--- config.mk ---
export PLATFORM = sky130hd
export DESIGN_NAME = pwl_interpolation_weights
export DESIGN_NICKNAME = d
export VERILOG_FILES = /design/src/pwl_pkg.sv /design/src/pwl_interpolation_weights.sv
export SDC_FILE = /design/constraint.sdc
export NUM_CORES = 2
export LEC_CHECK = 0
export BUFFER_PORTS_ARGS = -buffer_cell sky130_fd_sc_hd__buf_2
export CAP_MARGIN = 20
export CORE_MARGIN = 5
export CORE_UTILIZATION = 60
export CTS_BUF_LIST = sky130_fd_sc_hd__clkbuf_4 sky130_fd_sc_hd__clkbuf_8 sky130_fd_sc_hd__clkbuf_16
export DETAILED_ROUTE_END_ITERATION = 7
export PLACE_DENSITY = 0.79
export SLEW_MARGIN = 10
export SYNTH_ARGS = -nofsm -noshare
export SYNTH_HDL_FRONTEND = slang
export SYNTH_SLANG_ARGS = --single-unit
--- constraint.sdc ---
create_clock -name i_clk -period 8.2 [get_ports i_clk]
set_input_delay 0.82 -clock i_clk [delete_from_list [all_inputs] [get_ports i_clk]]
set_output_delay 0.82 -clock i_clk [all_outputs]
set_load 0.02 [all_outputs]
--- src/pwl_pkg.sv ---
// Package: shared types and constants for the piecewise-linear weight block.
`default_nettype none
package pwl_pkg;
    typedef enum logic [3:0] {
        ST_IDLE,
        ST_RD_FIRST,
        ST_CMP_FIRST,
        ST_CMP_LAST,
        ST_RD_MID,
        ST_CMP_MID,
        ST_RD_LO,
        ST_RD_HI,
        ST_DIV,
        ST_EMIT
    } t_state;

    // table depth and weight format are tied to the 6-bit index and 16-bit weight fields
    localparam int MAX_KEYPOINTS    = 64;
    localparam int WEIGHT_FRAC_BITS = 15;

    localparam logic OP_WRITE = 1'b0;
    localparam logic OP_QUERY = 1'b1;
    localparam logic [0:0] CFG_KEYPOINT_COUNT = 1'd0;
    localparam logic [0:0] CFG_EXPAND_EXACT   = 1'd1;
endpackage
`default_nettype wire

--- src/pwl_interpolation_weights.sv ---
// Top level: keypoint table, binary search, bit-serial divider and result sequencer.
// A write goes into the table when accepted; a query runs end checks on the first and last
// keypoints, a binary search that stops on an exact match, two span reads and a bit-serial
// division. Only one item is in work at a time; results go out one per cycle while
// m_axis_tready is high, and the input reopens the cycle after the last result leaves.
// Reset (synchronous, active low) sets keypoint_count to 1 and expand_exact to 1.
`default_nettype none
module pwl_interpolation_weights
    import pwl_pkg::*;
#(
    parameter int VALUE_WIDTH      = 32
) (
    input  wire logic i_clk,
    input  wire logic i_rst_n,
    input  wire logic i_cfg_we,
    input  wire logic [0:0] i_cfg_index,
    input  wire logic [6:0] i_cfg_data,
    input  wire logic s_axis_tvalid,
    output logic      s_axis_tready,
    // tdata: keypoint_index [5:0], then sample_value [VW+5:6], zero fill
    input  wire logic [((VALUE_WIDTH+6+7)/8)*8-1:0] s_axis_tdata,
    // tuser: opcode
    input  wire logic s_axis_tuser,
    output logic      m_axis_tvalid,
    input  wire logic m_axis_tready,
    // tdata: point index [5:0], weight [21:6], zero fill to 24 bits
    output logic [23:0] m_axis_tdata,
    output logic        m_axis_tlast
);
    localparam int AW = $clog2(MAX_KEYPOINTS);
    localparam int CW = AW + 1;
    localparam int WW = WEIGHT_FRAC_BITS + 1;
    localparam logic [WW-1:0] ONE = WW'(1) << WEIGHT_FRAC_BITS;

    // configuration
    logic [6:0] r_count;
    logic       r_expand;
    always_ff @(posedge i_clk) begin
        if (!i_rst_n) begin
            r_count  <= 7'd1;
            r_expand <= 1'b1;
        end else if (i_cfg_we) begin
            unique case (i_cfg_index)
                CFG_KEYPOINT_COUNT: r_count  <= i_cfg_data;
                CFG_EXPAND_EXACT:   r_expand <= i_cfg_data[0];
                default: ;
            endcase
        end
    end

    // clamped count, minus one
    logic [CW-1:0] w_last;
    always_comb begin
        if (r_count == 7'd0) w_last = '0;
        else if (32'(r_count) > MAX_KEYPOINTS) w_last = CW'(MAX_KEYPOINTS - 1);
        else w_last = CW'(r_count - 7'd1);
    end

    // keypoint memory, one read port with registered data
    logic [VALUE_WIDTH-1:0] r_mem [MAX_KEYPOINTS];
    logic [VALUE_WIDTH-1:0] r_rd;
    logic [AW-1:0]          n_raddr;
    logic                   w_accept;
    logic [VALUE_WIDTH-1:0] w_in_val;
    logic [5:0]             w_in_idx;
    assign w_in_idx = s_axis_tdata[5:0];
    assign w_in_val = s_axis_tdata[VALUE_WIDTH+5:6];
    always_ff @(posedge i_clk) begin
        if (w_accept && s_axis_tuser == OP_WRITE && 32'(w_in_idx) < MAX_KEYPOINTS)
            r_mem[AW'(w_in_idx)] <= w_in_val;
        r_rd <= r_mem[n_raddr];
    end

    t_state r_state, n_state;
    logic [VALUE_WIDTH:0]   r_x, n_x;     // order-preserving key
    logic [CW-1:0] r_lo, n_lo, r_hi, n_hi, r_mid, n_mid;
    logic [VALUE_WIDTH:0]   r_klo, n_klo;
    logic [VALUE_WIDTH:0]   r_rem, n_rem, r_den, n_den;
    logic [WW-1:0]          r_q, n_q;
    logic [4:0]             r_bit, n_bit;
    logic [1:0]             r_k, n_k;
    logic                   r_single, n_single;
    logic [CW-1:0]          r_sidx, n_sidx;
    logic [5:0]             r_oidx, n_oidx;
    logic [15:0]            r_ow, n_ow;
    logic                   r_olast, n_olast, r_ovalid, n_ovalid;

    logic [VALUE_WIDTH:0] w_rk, w_sh, w_diff;
    assign w_rk   = {1'b0, r_rd ^ (VALUE_WIDTH'(1) << (VALUE_WIDTH-1))};
    assign w_sh   = {r_rem[VALUE_WIDTH-1:0], 1'b0};
    assign w_diff = w_sh - r_den;

    assign w_accept      = s_axis_tvalid && s_axis_tready;
    assign s_axis_tready = (r_state == ST_IDLE) && !r_ovalid;
    assign m_axis_tvalid = r_ovalid;
    assign m_axis_tdata  = {2'b00, r_ow, r_oidx};
    assign m_axis_tlast  = r_olast;

    always_ff @(posedge i_clk) begin
        if (!i_rst_n) begin
            r_state  <= ST_IDLE;
            r_ovalid <= 1'b0;
        end else begin
            r_state  <= n_state;
            r_ovalid <= n_ovalid;
        end
        r_x <= n_x; r_lo <= n_lo; r_hi <= n_hi; r_mid <= n_mid; r_klo <= n_klo;
        r_rem <= n_rem; r_den <= n_den; r_q <= n_q; r_bit <= n_bit; r_k <= n_k;
        r_single <= n_single; r_sidx <= n_sidx;
        r_oidx <= n_oidx; r_ow <= n_ow; r_olast <= n_olast;
    end

    always_comb begin
        n_state = r_state; n_x = r_x; n_lo = r_lo; n_hi = r_hi; n_mid = r_mid;
        n_klo = r_klo; n_rem = r_rem; n_den = r_den; n_q = r_q; n_bit = r_bit;
        n_k = r_k; n_single = r_single; n_sidx = r_sidx;
        n_oidx = r_oidx; n_ow = r_ow; n_olast = r_olast; n_ovalid = r_ovalid;
        n_raddr = AW'(r_mid);
        if (r_ovalid && m_axis_tready) n_ovalid = 1'b0;
        unique case (r_state)
            ST_IDLE: begin
                n_raddr = '0;
                if (w_accept && s_axis_tuser == OP_QUERY) begin
                    n_x = {1'b0, w_in_val ^ (VALUE_WIDTH'(1) << (VALUE_WIDTH-1))};
                    n_state = ST_CMP_FIRST;
                end
            end
            ST_RD_FIRST: begin
                n_raddr = '0;
                n_state = ST_CMP_FIRST;
            end
            ST_CMP_FIRST: begin
                n_raddr = AW'(w_last);
                if (r_x <= w_rk) begin
                    n_single = 1'b1; n_sidx = '0; n_k = '0; n_state = ST_EMIT;
                end else n_state = ST_CMP_LAST;
            end
            ST_CMP_LAST: begin
                if (w_last == '0 || r_x >= w_rk) begin
                    n_single = 1'b1; n_sidx = w_last; n_k = '0; n_state = ST_EMIT;
                end else begin
                    n_lo = '0; n_hi = w_last + CW'(1);
                    n_mid = CW'((CW+1)'(w_last + CW'(1)) >> 1);
                    n_state = ST_RD_MID;
                end
            end
            ST_RD_MID: begin
                n_raddr = AW'(r_mid);
                n_state = ST_CMP_MID;
            end
            ST_CMP_MID: begin
                if (r_x == w_rk) begin
                    n_single = 1'b1; n_sidx = r_mid; n_k = '0; n_state = ST_EMIT;
                end else begin
                    if (r_x > w_rk) n_lo = r_mid; else n_hi = r_mid;
                    if ((r_x > w_rk ? r_hi : r_mid) > (r_x > w_rk ? r_mid : r_lo) + CW'(1)) begin
                        n_mid = CW'(((CW+1)'(n_lo) + (CW+1)'(n_hi)) >> 1);
                        n_raddr = AW'(n_mid);
                        n_state = ST_CMP_MID;
                    end else begin
                        n_raddr = AW'(n_lo);
                        n_state = ST_RD_LO;
                    end
                end
            end
            ST_RD_LO: begin
                n_klo = w_rk;
                n_rem = r_x - w_rk;
                n_raddr = AW'(r_lo + CW'(1));
                n_state = ST_RD_HI;
            end
            ST_RD_HI: begin
                n_den = w_rk - r_klo;
                n_q = '0; n_bit = '0; n_single = 1'b0;
                if (r_rem >= w_rk - r_klo) begin
                    n_q = ONE; n_k = '0; n_state = ST_EMIT;
                end else n_state = ST_DIV;
            end
            ST_DIV: begin
                // one restoring step per cycle
                if (r_rem[VALUE_WIDTH] || w_sh >= r_den) begin
                    n_rem = w_diff; n_q = {r_q[WW-2:0], 1'b1};
                end else begin
                    n_rem = w_sh; n_q = {r_q[WW-2:0], 1'b0};
                end
                n_bit = r_bit + 5'd1;
                if (32'(r_bit) == WEIGHT_FRAC_BITS - 1) begin
                    n_k = '0; n_state = ST_EMIT;
                end
            end
            ST_EMIT: begin
                if (!r_ovalid || m_axis_tready) begin
                    n_ovalid = 1'b1;
                    n_k = r_k + 2'd1;
                    if (!r_single) begin
                        n_oidx = 6'(r_lo + CW'(r_k));
                        n_ow = 16'(r_k == 2'd0 ? ONE - r_q : r_q);
                        n_olast = (r_k == 2'd1);
                    end else if (!r_expand || w_last == '0) begin
                        n_oidx = 6'(r_sidx); n_ow = 16'(ONE); n_olast = 1'b1;
                    end else if (r_sidx == '0) begin
                        n_oidx = 6'(r_k); n_ow = (r_k == 2'd0) ? 16'(ONE) : 16'd0;
                        n_olast = (r_k == 2'd1);
                    end else if (r_sidx == w_last) begin
                        n_oidx = 6'(w_last - CW'(1) + CW'(r_k));
                        n_ow = (r_k == 2'd1) ? 16'(ONE) : 16'd0;
                        n_olast = (r_k == 2'd1);
                    end else begin
                        n_oidx = 6'(r_sidx - CW'(1) + CW'(r_k));
                        n_ow = (r_k == 2'd1) ? 16'(ONE) : 16'd0;
                        n_olast = (r_k == 2'd2);
                    end
                    if (n_olast) n_state = ST_IDLE;
                end
            end
            default: n_state = ST_IDLE;
        endcase
    end
endmodule
`default_nettype wire
**Yosys cells after proc, flatten, opt, wreduce, memory -nomap -nowiden**

Memories as Yosys holds them, arrays and structs flattened. A register that Yosys moved wholly into a read port is not among the register bits.
Cells that the tools add are included.

- Bitwise operators: 4
- Add/sub/neg operators: 17
- Multiplexer cells: 73
- Reduce and logical (&&, ||, !) cells: 33
- Equality and inequality tests: 25
- Order comparisons: 7

Operators by type and width:

| kind | number |
|---|---|
| $mux W7 | 18 |
| $mux W16 | 7 |
| $ge A33 B33 Y1 | 2 |
| $pmux W33 S2 | 1 |
| $sub A32 B32 Y33 | 2 |
| $pmux W7 S2 | 3 |
| $pmux W4 S10 | 1 |
| $mux W6 | 6 |
| $mux W33 | 1 |
| $sub A33 B33 Y33 | 1 |
| $eq A32 B32 Y1 | 1 |
| $ge A32 B32 Y1 | 1 |
| $gt A32 B32 Y1 | 1 |
| $le A32 B32 Y1 | 1 |
| $pmux W16 S2 | 1 |
| $mux W4 | 7 |
| $pmux W6 S4 | 1 |
| $logic_not A7 Y1 | 3 |
| $pmux W7 S3 | 1 |
| $ne A2 B2 Y1 const B | 10 |
| $add A6 B2 Y6 | 3 |
| $eq A4 B3 Y1 const B | 4 |
| $mux W1 | 16 |
| $reduce_and A4 Y1 | 4 |
| 37 further kinds | 63 |

- Memory bits (writable): 2048
- Register bits after elaboration: 218
- Memories: 1
- Word-level logic and storage cells: 179

Memories:

| name | words | bits a word | rd ports | clocked after Yosys merged registers in | wr ports | line | source |
|---|---|---|---|---|---|---|---|
| r_mem | 64 | 32 | 1 | 1 | 1 | pwl_interpolation_weights.sv:60 | `logic [VALUE_WIDTH-1:0] r_mem [MAX_KEYPOINTS];` |

**Longest topological paths before layout**

- Word-level depth: 13
- Mapped depth: 30

**Worst setup path after synthesis**

OpenSTA, ideal clock, no wires.

- Kind: reg2reg
- Start point: reg r_rd[14], read port of r_mem
- End point: reg r_rd[12], read port of r_mem
- Setup slack: 1314 ps
- Arrival: 6745 ps
- Path buffers: 5
- Setup time: 140 ps
- Stages on the path, launching flop included: 29
- Cells stage by stage: dfxtp_1 -> inv_1 -> ha_1 -> buf_2 -> nand3_1 -> or4_4 -> a211oi_4 -> o31ai_4 -> a21oi_1 -> clkbuf_1 -> a21oi_1 -> inv_1 -> ha_1 -> nand3_1 -> xnor2_1 -> ha_1 -> or3_1 -> o221a_2 -> o21ai_1 -> nor2_1 -> o41ai_1 -> and2_1 -> buf_2 -> buf_4 -> clkbuf_1 -> mux4_2 -> a22o_1 -> a211oi_1 -> nand4b_1

- Longest elaborated chain between the ends: 8
- Elaborated cells on any way between the ends: 14
- Those cells by class: add/sub (2); order compare (2); eq/ne (1); mux (9)

RTL lines:

| element | line | source |
|---|---|---|
| from (decl) | pwl_interpolation_weights.sv:61 | `logic [VALUE_WIDTH-1:0] r_rd;` |
| parallel branches: the longest is 6 deep, another holds $gt A32 B32 Y1 | - |  |
| $mux W6 (*) | pwl_interpolation_weights.sv:152 | `if (r_x == w_rk) begin` |
| $pmux W6 S4 (*) | pwl_interpolation_weights.sv:120 | `unique case (r_state)` |

Every way passes the cells marked *. The select of a mux whose other input is x is not followed.
A chain may end at the register's enable or synchronous reset.

**Worst setup path in the final report**

- Start point: reg r_rd[14], read port of r_mem
- End point: reg r_rd[7], read port of r_mem

The elaborated chain is that of the path after synthesis.

==> results.yml <==
setup_path:
  r2r_slack_ns: 0.29
  end_kind: "flip-flop"
  start_kind: "flip-flop"
  slowest_stage: "or4_4"
  r2r_cells: 30
  setup.worst_path.end: "r_rd[7]"
  crit_path_max_incr_delay_ns: 0.62
  crit_required_ns: 8.84
  r2r_start: "r_rd[14]"
  worstReg2RegEnd: "r_rd[7]"
  critPathLaunch: "r_rd[14]"
  critPathMaxFanout: 14
  crit_type: "flip-flop to flip-flop"
  path_common_cell: "buf_4"
  crit_arrival_ns: 8.55
floorplan:
  die_y_microns: 413.7
  core-area_sq_um: 162400
  die_w_microns: 413.7
  die_area_sq_um: 171100
  initial_utilization_pct: 60.20
  rows: 148
  ios: 81
final_layout:
  drive_gt1_share_pct: 17.75
  design_area_sq_um: 110500
  utilization_pct: 68.02
  area_growth_pct: 13.00
  layout_common_cells: "edfxtp_1, nand2_1, mux2i_1"
  num-nets-final: 6819
  final_common_cell: "edfxtp_1"
  stdcell_count: 8946
global_routing:
  antenna_found_initial: 26
  grt_pass1_vias: 57440
  grt_max_degree: 77
  grt_pass1_wl_microns: 374200
  track_usage_pct: 30.01
  overflow: 0
synthesis:
  synthDistinctLibCells: 95
  netlist_area_sq_um: 97760
  avgSynthCellArea_sq_um: 15.62
  synth_warnings: 0
  synthFlopType: "edfxtp_1"
  async_flop_share_pct: 0
  yosys-top-cells-area: "edfxtp_1, mux4_2, mux2i_1, nand2_1, ha_1"
  synth.top_cell.area_share_pct: 69.20
  yosysTopAreaCell: "edfxtp_1"
  syn_inst: 6259
  ys_seq_area_share_pct: 70.12
  synth-edff-count: 2253
  ys_ff_latch: 2298
power:
  ir_drop_mv: 0.2554
  p_total_mw: 36.89
  p_per_area_nw_per_um2: 333.9
  p_leak_nw: 40.12
run:
  drv_cap: 0
sta:
  slew_viol_final: 0
  holdWs_ns: 0.2288
  setup_viol: 0
  skew_ns: 0.06795
  max_slew_margin_pct: 22.72
  finalHoldViolations: 0
  max_freq_mhz: 126.3
  period_share_pct: 96.52
  fin_crit_ns: 7.915
  rsz0062_at_grt: "false"
  fin_tns_setup_ns: 0
  setup_ws_ns: 0.2853
  worst_pin_slew_ns: 1.156
cts:
  cts_buffers: 217
  clkTransAtPathRegs_ns: 0.06
  clock-sinks: 2298
  clk_latency_ns: 0.89
  hold_buffers: 0
  clockBufferDepth: 3
  tritoncts: "yes"
  h-tree-depth: 4
  cts-root-buf: "clkbuf_16"
placed_design:
  pre_cts_ws_ns: 0.1220
  dp.cells: 8526
  numPortBuffers: 76
  dpl-instance-area_sq_um: 103000
  gp_congestion: 0.9027
  hpwlAfterDp_microns: 146700
min_path:
  hp-class: "input pin to flip-flop"
drt:
  vias_per_cell: 6.577
  drc: 0
  ant_nets: 0
  routed_wirelength_microns: 259300
  route.vias.total: 58840
  dr.pass1.iters: 8
  wire_per_inst_microns: 28.98
  dr.first_iter.drc_count: 8312
status:
  status: "finished, final reports clean"
Yosys cell counts (14+ instances only):
library cell / number
edfxtp_1: 2253
nand2_1: 695
mux2i_1: 413
a21oi_1: 272
nor2_1: 223
mux4_2: 221
inv_1: 196
ha_1: 177
and3_1: 160
nand3_1: 151
clkbuf_1: 143
a211oi_1: 120
mux2_2: 106
o21ai_0: 105
buf_2: 85
xor2_1: 68
a21o_1: 65
xnor2_1: 65
nor2b_1: 64
nand4_1: 54
o21bai_1: 48
nor3_1: 47
dfxtp_1: 45
buf_4: 44
o22ai_1: 41
a2111oi_0: 35
a22o_1: 32
nand4b_1: 32
buf_6: 28
o21a_1: 26
or3_1: 21
o31ai_1: 18
nand2b_1: 17
a31oi_1: 14
report_power, final:
part	switching, mW	total (mW)	internal, mW
Sequential	0.278	13.6	13.3
Combinational	7.70	13.1	5.40
Clock	4.42	10.2	5.76
Total	12.4	36.9	24.5
worst min path at each step:
| stage | from | to | slack [ns] | cells after the start |
|---|---|---|---|---|
| after floorplan | r_rd[0] | r_klo[0] | 0.44 | 0 |
| after global placement | r_rd[13] | r_klo[13] | 0.46 | 0 |
| after detailed placement | r_expand | r_expand | 0.47 | 2 |
| after CTS | i_cfg_data[4] | r_count[4] | 0.17 | 3 |
| after global routing | i_cfg_data[0] | r_expand | 0.22 | 3 |
| final | i_cfg_data[0] | r_expand | 0.23 | 3 |
sequential cells by signal, summed over array words and instances (netlist names), 16 cells and up:
register  cells
r_mem      2048
r_klo        32
r_rd         32
r_den        33
r_rem        33
r_ow         16
r_q          16
r_x          32
layout make-up:
| type | instances | area (sq um) |
|---|---|---|
| Antenna cell | 11 | 27.53 |
| Timing Repair Buffer | 408 | 3734 |
| Tap cell | 2175 | 2721 |
| Clock buffer | 276 | 5897 |
| Inverter | 196 | 735.7 |
| Clock inverter | 122 | 1380 |
| Sequential cell | 2298 | 68560 |
| Fill cell | 10044 | 51930 |
| Multi-Input combinational cell | 3460 | 27420 |
cells by family (layout without fill, tap and decap cells):
family	count (synthesis)	count (layout)	share of synthesized area (%)
DFF	2298	2298	70.12
and+or+nand+nor	1530	1530	7.395
AOI/OAI and AO/OA	870	870	5.894
muxes	740	740	10.54
buffers and inverters	502	1002	2.432
adders and majority gates	185	185	2.420
xor gates and xnor gates	133	133	1.192
other	1	13	0.003836
what timing repair did:
item | in CTS | in global routing
endpoints found under the setup margin | 0 | 13
buffers inserted | 0 | 2
gates resized for setup | 0 | 2
critical path, delay by kind of cell, from the launching register on:
family          cells  cell delay, ns
fa+ha+maj           3            0.90
flops               1            0.38
mux                 3            0.67
buf+inv             9            1.70
simple gates        6            1.73
compound gates      8            2.17
xor+xnor            1            0.07
metal layers:
metal / vias up / track usage (%) / share of wire, % / wire, microns
li1: 24831 / - / - / -
met1: 29246 / 40.65 / 36 / 93680
met2: 4089 / 47.21 / 46 / 120300
met3: 668 / 6.517 / 12 / 31490
met4: 6 / 13.88 / 5.3 / 13760
met5: - / 0 / 0.018 / 47
(Power assumes the default switching activity.)
